<file path="config.mk">
export PLATFORM = sky130hd
export DESIGN_NAME = swm_cell
export DESIGN_NICKNAME = d
export VERILOG_FILES = /design/src/rtl/core/sliding_window_median_defines.svh /design/src/rtl/core/swm_pkg.sv /design/src/rtl/core/swm_cell.sv
export SDC_FILE = /design/constraint.sdc
export NUM_CORES = 1
export LEC_CHECK = 0
export BUFFER_PORTS_ARGS = -buffer_cell sky130_fd_sc_hd__buf_2
export CORE_UTILIZATION = 50
export DETAILED_ROUTE_END_ITERATION = 8
export GPL_ROUTABILITY_DRIVEN = 0
export PLACE_DENSITY = 0.85
export RECOVER_POWER = 25
export SLEW_MARGIN = 20
export SYNTH_ARGS = -nofsm -noshare
export SYNTH_HDL_FRONTEND = slang
export SYNTH_SLANG_ARGS = --single-unit
</file>
<file path="constraint.sdc">
create_clock -name aclk -period 5.85 [get_ports aclk]
set_clock_uncertainty 0.05 [all_clocks]
set_input_delay 0.2925 -clock aclk [delete_from_list [all_inputs] [get_ports aclk]]
set_output_delay 0.2925 -clock aclk [all_outputs]
set_load 0.02 [all_outputs]
</file>
<file path="src/rtl/core/sliding_window_median_defines.svh">
// Assertion macros for the sliding window median RTL
`ifndef SLIDING_WINDOW_MEDIAN_DEFINES_SVH
`define SLIDING_WINDOW_MEDIAN_DEFINES_SVH
`ifndef ASSERT_OFF
// Clocked check, switched off while reset is applied
`define SWM_ASSERT(label, clk, rstn, prop, msg) \
    label: assert property (@(posedge clk) disable iff (!rstn) prop) \
        else $error(msg);
// Clocked check that also covers the reset cycles
`define SWM_ASSERT_RST(label, clk, prop, msg) \
    label: assert property (@(posedge clk) prop) else $error(msg);
`else
`define SWM_ASSERT(label, clk, rstn, prop, msg)
`define SWM_ASSERT_RST(label, clk, prop, msg)
`endif
`endif

</file>
<file path="src/rtl/core/swm_pkg.sv">
// Shared constants and types of the sliding window median filter
package swm_pkg;

    // Deepest window the cell chain holds
    localparam int MAX_WINDOW = 64;

    // Sample width and window register width
    localparam int DATA_W = 32;
    localparam int WS_W   = 7;

    // Cell index, token rank and rotation counter width
    localparam int TAG_W  = (MAX_WINDOW > 1) ? $clog2(MAX_WINDOW) : 1;

    // Fill count width, able to hold MAX_WINDOW itself
    localparam int FILL_W = $clog2(MAX_WINDOW + 1);

    // Common width for comparing the window register with the depth
    localparam int CMP_W  = (FILL_W > WS_W) ? FILL_W : WS_W;

    // Token that travels round the ring and collects its rank
    typedef struct packed {
        logic signed [DATA_W-1:0] value;
        logic [TAG_W-1:0]         tag;
        logic [TAG_W-1:0]         cnt;
    } swm_token_t;

endpackage

</file>
<file path="src/rtl/core/swm_cell.sv">
// One cell of the median chain: a window tap plus a ranking token stage
module swm_cell
    import swm_pkg::*;
(
    input  logic                     aclk,
    input  logic                     shift_en,
    input  logic                     load_en,
    input  logic                     rot_en,
    input  logic [TAG_W-1:0]         cell_idx,
    input  logic [FILL_W-1:0]        win_eff,
    input  logic [TAG_W-1:0]         target,
    input  logic signed [DATA_W-1:0] sample_in,
    output logic signed [DATA_W-1:0] sample_out,
    input  swm_token_t               tok_in,
    output swm_token_t               tok_out,
    output logic                     hit,
    output logic [DATA_W-1:0]        sel_value
);

    logic signed [DATA_W-1:0] val_reg;
    swm_token_t               tok_reg;
    swm_token_t               tok_next;
    logic                     in_window;
    logic                     below;

    // Cells past the window take no part in the ranking
    assign in_window = FILL_W'(cell_idx) < win_eff;

    // Order by value, ties broken by age so every rank is distinct
    assign below = (val_reg < tok_in.value) ||
                   ((val_reg == tok_in.value) && (cell_idx < tok_in.tag));

    // Count this cell into the passing token where it ranks lower
    always_comb begin
        tok_next = tok_in;
        if (in_window && below) begin
            tok_next.cnt = tok_in.cnt + 1'b1;
        end
    end

    // Shift the window tap and load or advance the token
    always_ff @(posedge aclk) begin
        if (shift_en) begin
            val_reg <= sample_in;
        end
        if (load_en) begin
            tok_reg.value <= val_reg;
            tok_reg.tag   <= cell_idx;
            tok_reg.cnt   <= '0;
        end else if (rot_en) begin
            tok_reg <= tok_next;
        end
    end

    // Offer the value whose rank is the median one
    assign hit        = (FILL_W'(tok_reg.tag) < win_eff) && (tok_reg.cnt == target);
    assign sel_value  = hit ? tok_reg.value : '0;
    assign sample_out = val_reg;
    assign tok_out    = tok_reg;

endmodule

</file>
* Yosys cells after proc, flatten, opt, wreduce, memory -nomap -nowiden
Cells that the tools add are included.
** Storage, ports and cells
- Register bits :: 76
- Bits of input ports :: 99
- Output and inout port bits :: 109
- Logic and storage cells :: 20
** Operators by class
- $add $sub $neg :: 1
- $lt $le $gt $ge :: 4
- Eq/ne operators :: 2
- Mux-type cells :: 4
- Reduce and logical (&&, ||, !) cells :: 5
** Operator list (number)
- 44-bit two-way mux :: 2
- 32-bit == test :: 1
- 32-bit < comparator :: 1
- 32-bit two-way mux :: 1
- 6-bit by 7-bit < comparator with 1-bit output :: 2
- 6-bit by 1-bit adder with 6-bit output (second input constant) :: 1
- 6-bit == test :: 1
- 6-bit < comparator :: 1
- 6-bit two-way mux :: 1
- 1-bit logical AND :: 3
- 2-bit nonzero test :: 1
- 1-bit logical OR :: 1

* Depth between registers and ports, before layout
- Depth in word-level cells :: 7
- Gate-level depth with buffers :: 10

* Worst setup path after synthesis
OpenSTA, ideal clock, no wires.
- Path type :: flip-flop to output port
- Start :: register tok_reg, in the netlist tok_out[7]
- End :: output sel_value[22]
- Arrival time :: 2.258 ns
- Path slack :: 3.249 ns
- Stages on the path, launching flop included :: 10
- Path buffers :: 1
- Cell sequence :: edfxtp_1 -> ha_1 -> a21o_1 -> a21o_1 -> a21o_1 -> a21o_1 -> a21oi_1 -> o2111a_1 -> buf_2 -> and2_1
** Between the ends
- Word-level cells in the longest chain between the ends :: 3
** Ends and longest elaborated chain
- start: declaration :: RTL line swm_cell.sv:21 : swm_token_t tok_reg;
- start signal: assignment :: RTL line swm_cell.sv:51 : tok_reg <= tok_next;
- 6-bit by 7-bit < comparator with 1-bit output :: RTL line swm_cell.sv:56 : assign hit = (FILL_W'(tok_reg.tag) < win_eff) && (tok_reg.cnt == target);
- 1-bit logical AND :: RTL line swm_cell.sv:56
- named net hit :: RTL line swm_cell.sv:16 : output logic hit,
- 32-bit two-way mux :: RTL line swm_cell.sv:57 : assign sel_value = hit ? tok_reg.value : '0;
- end: declaration :: RTL line swm_cell.sv:17 : output logic [DATA_W-1:0] sel_value
The timed path passes the listed nets, and every way through them passes these cells.

* Final worst setup path
- Start :: register tok_reg, in the netlist tok_out[7]
- End :: output sel_value[9]
** Between the ends
- Word-level cells in the longest chain between the ends :: 3
** Ends and longest elaborated chain (RTL line)
- 6-bit by 7-bit < comparator with 1-bit output :: swm_cell.sv:56
- 1-bit logical AND :: swm_cell.sv:56
- 32-bit two-way mux :: swm_cell.sv:57
Every way passes these cells.

==> results.yml <==
critical_path:
  reg2reg_depth: 8
  required_time_at_the_endpoint_of_the_critical_path_ns: 5.51
  critical_path_buf_inv_count: 1
  rrSetupSlack_ns: 3.06
  worst-path-max-fanout: 33
  timing.critical_path.slowest_cell_delay_ns: 0.90
  crit_family: "compound AO/OA/AOI/OAI gates"
  timing.critical_path.to_type: "output port"
  r2r_end: "tok_out[5]"
  critical_path.startpoint_type: "register"
  path_cells: "ha_1 -> a21o_1 -> a21o_1 -> a21o_1 -> a21o_1 -> a21oi_1 -> o2111a_1 -> and2_1 -> buf_2"
  rr_startpoint: "sample_out[31]"
  cp_slowest_cell: "sky130_fd_sc_hd__o2111a_1"
  worst-setup-path-type: "reg -> out"
  crit_path_frequent_cell: "sky130_fd_sc_hd__a21o_1"
  critPathArrivalTime_ns: 3.14
global_routing:
  largest_net_degree_at_the_start_of_global_routing: 81
  overflow: 0
  first_global_vias: 3626
  first_pass_grt_wire_length_um: 16700
  grt_antenna_before_repair: 0
  grt.total_usage: 0.244
timing:
  setup-tns-final_ns: 0
  finalWorstPathRequiredPeriod_ns: 3.48
  slew_headroom: -0.218
  tightest_slew_ns: 1.83
  grt_setup_unrepaired: "no"
  maxClockFrequency_mhz: 287
  hold_viol_final: 0
  drv_slew: 33
  period_share: 0.596
  report.final.setup_viol: 0
pwr:
  post-layout-total-power_uw: 1440
  cell_internal_pwr_uw: 1020
  clockPowerShare: 0.305
  combinational_fraction_of_design_power: 0.219
  power.share.sequential: 0.476
  power.ir.vdd_worst_uv: 201
  power.density_cell_area_mw_per_mm2: 252
  power.switching_fraction: 0.294
  switching_power_uw: 423
  p_leak_uw: 0.00288
finish:
  postLayoutCoreUtil: 0.685
  drive_above_1_share: 0.369
  count_of_nets_after_finishing: 754
  layout.cells.most_common: "sky130_fd_sc_hd__buf_2"
  leading_cell_types_in_the_layout_fill_and_taps_excluded: "205 x sky130_fd_sc_hd__buf_2, 70 x sky130_fd_sc_hd__edfxtp_1, 48 x sky130_fd_sc_hd__ha_1"
  diodes: 0
  synthToLayoutAreaGrowth_pct: 30.0
  nFillCells: 665
clocking:
  numCtsBuffers: 9
  worst_skew_pair.late_latency_ns: 0.35
  clock_tree.htree_level_count: 3
  clock_tree_buffer_depth: 2
  post_cts_resize_count: 0
  clock-root-buffer: "sky130_fd_sc_hd__clkbuf_8"
  worst_setup_hold_path_clk_slew_ns: 0.09
  cts_tree: "done"
  cts_setup_buffers: 0
  clock-sinks: 76
  ctsHoldBuffers: 0
drt:
  routed-via-count: 3880
  drt_first_pass_iters: 5
  detail_route.vias_per_cell: 5.41
  routedWlPerCell_um: 15.6
  finalWirelength_um: 11200
  drt_iter0_drc: 141
  post-route-drc-count: 0
  detail-route-antenna-nets: 0
yosys:
  syn-num-nets: 551
  synth-async-reset-ratio: 0
  synthesis.area_per_instance_um2: 10.9
  synth.yosys.warnings: 0
  syn_area_mm2: 0.00439
  synth-edff-count: 70
  ys_ff_latch: 76
  synth_top_flop_cell: "sky130_fd_sc_hd__edfxtp_1"
  synthDistinctLibCells: 44
  synth_seq_area_share: 0.506
  syn_inst: 404
worst_hold_path:
  hold_path_startpoint: "sample_in[5]"
  holdCritPathClass: "in -> reg"
  min_delay_worst_endpoint: "sample_out[5]"
  hold_path_depth: 1
die:
  fp.dieH_um: 95.7
  io_pins: 208
  design.die.area_mm2: 0.00917
  die_extent_in_x_um: 95.7
  core_mm2: 0.00834
  start_util: 0.527
  placementRows: 33
placement:
  io_buffers: 207
  hpwlAfterDp_um: 8550
outcome:
  status: "finished with violations"
  violated_checks: "max-capacitance violations, max-slew violations"
job:
  max_cap_viol_count: 1
kinds of logic after synthesis:
logic type                 Yosys count  share of synthesized area
and+or+nand+nor                    122                      0.141
AOI/OAI and AO/OA                   86                      0.144
DFF                                 76                      0.506
buffers and inverters               63                     0.0547
adders and majority gates           48                      0.137
xor gates and xnor gates             8                     0.0159
muxes                                1                    0.00228
layout make-up:
type / count / area [um2] / share of cell area
Sequential cell: 76 / 2220 / 0.389
Multi-Input combinational cell: 265 / 1930 / 0.338
Timing Repair Buffer: 208 / 1040 / 0.182
Inverter: 47 / 176 / 0.0309
Clock buffer: 12 / 135 / 0.0236
Tap cell: 105 / 131 / 0.0230
Clock inverter: 4 / 76.3 / 0.0134
metal layers:
layer	vias to the layer above	global-route usage	wire (um)
li1	1868	-	-
met1	1829	0.278	4410
met2	167	0.457	5910
met3	16	0.0474	676
met4	0	0.0784	194
met5	-	0	0
worst max-delay path by stage:
stage	startpoint	slack, ns	to	depth (start not counted)
2_1_floorplan	tok_out[7]	3.25	sel_value[22]	9
3_3_place_gp	win_eff[1]	2.82	sel_value[31]	11
3_5_place_dp	win_eff[1]	2.68	sel_value[9]	11
4_1_cts	tok_out[7]	2.35	sel_value[9]	9
5_1_grt	tok_out[7]	2.16	sel_value[0]	9
6_report	tok_out[7]	2.37	sel_value[9]	9
Yosys cell counts, drive strengths merged (6+ instances only):
library cell,count,area share
clkbuf,13,0.012
o21ai,8,0.0091
edfxtp,70,0.48
a211oi,8,0.014
ha,48,0.14
and2,32,0.046
o31ai,34,0.058
nor2,12,0.010
a21oi,17,0.019
nand2,48,0.042
dfxtp,6,0.027
nand4,7,0.010
inv,47,0.040
registers in the layout (all words and copies together), names as in the netlist:
| name | flops |
|---|---|
| tok_out | 44 |
| sample_out | 32 |
power groups by stage:
stage               clock network (uW)  registers (uW)  logic (uW)
floorplan                            0             752         129
global placement                     0             693         303
detailed placement                   0             695         316
CTS                                444             684         317
global route                       467             690         347
finish                             439             684         315
worst reg2reg max path: stages, from the launching register on:
cell,delay [ns]
sky130_fd_sc_hd__edfxtp_1,0.42
sky130_fd_sc_hd__ha_1,0.39
sky130_fd_sc_hd__nand4_1,0.17
sky130_fd_sc_hd__nor4_1,0.58
sky130_fd_sc_hd__nor3b_1,0.26
sky130_fd_sc_hd__a2111o_1,0.18
sky130_fd_sc_hd__nand2_2,0.13
sky130_fd_sc_hd__and4_4,0.23
sky130_fd_sc_hd__a2111oi_4,0.29
stage by stage:
step,hold slack [ns],setup slack [ns],instances,area (um2)
after floorplan,0.341,3.25,404,4390
after global placement,0.419,2.82,701,5510
after global routing,0.0372,2.16,717,5710
final,0.0638,2.37,717,5710
after detailed placement,0.421,2.68,701,5510
after CTS,0.0506,2.35,717,5720
Note: power is estimated with default switching activity, not from simulation.
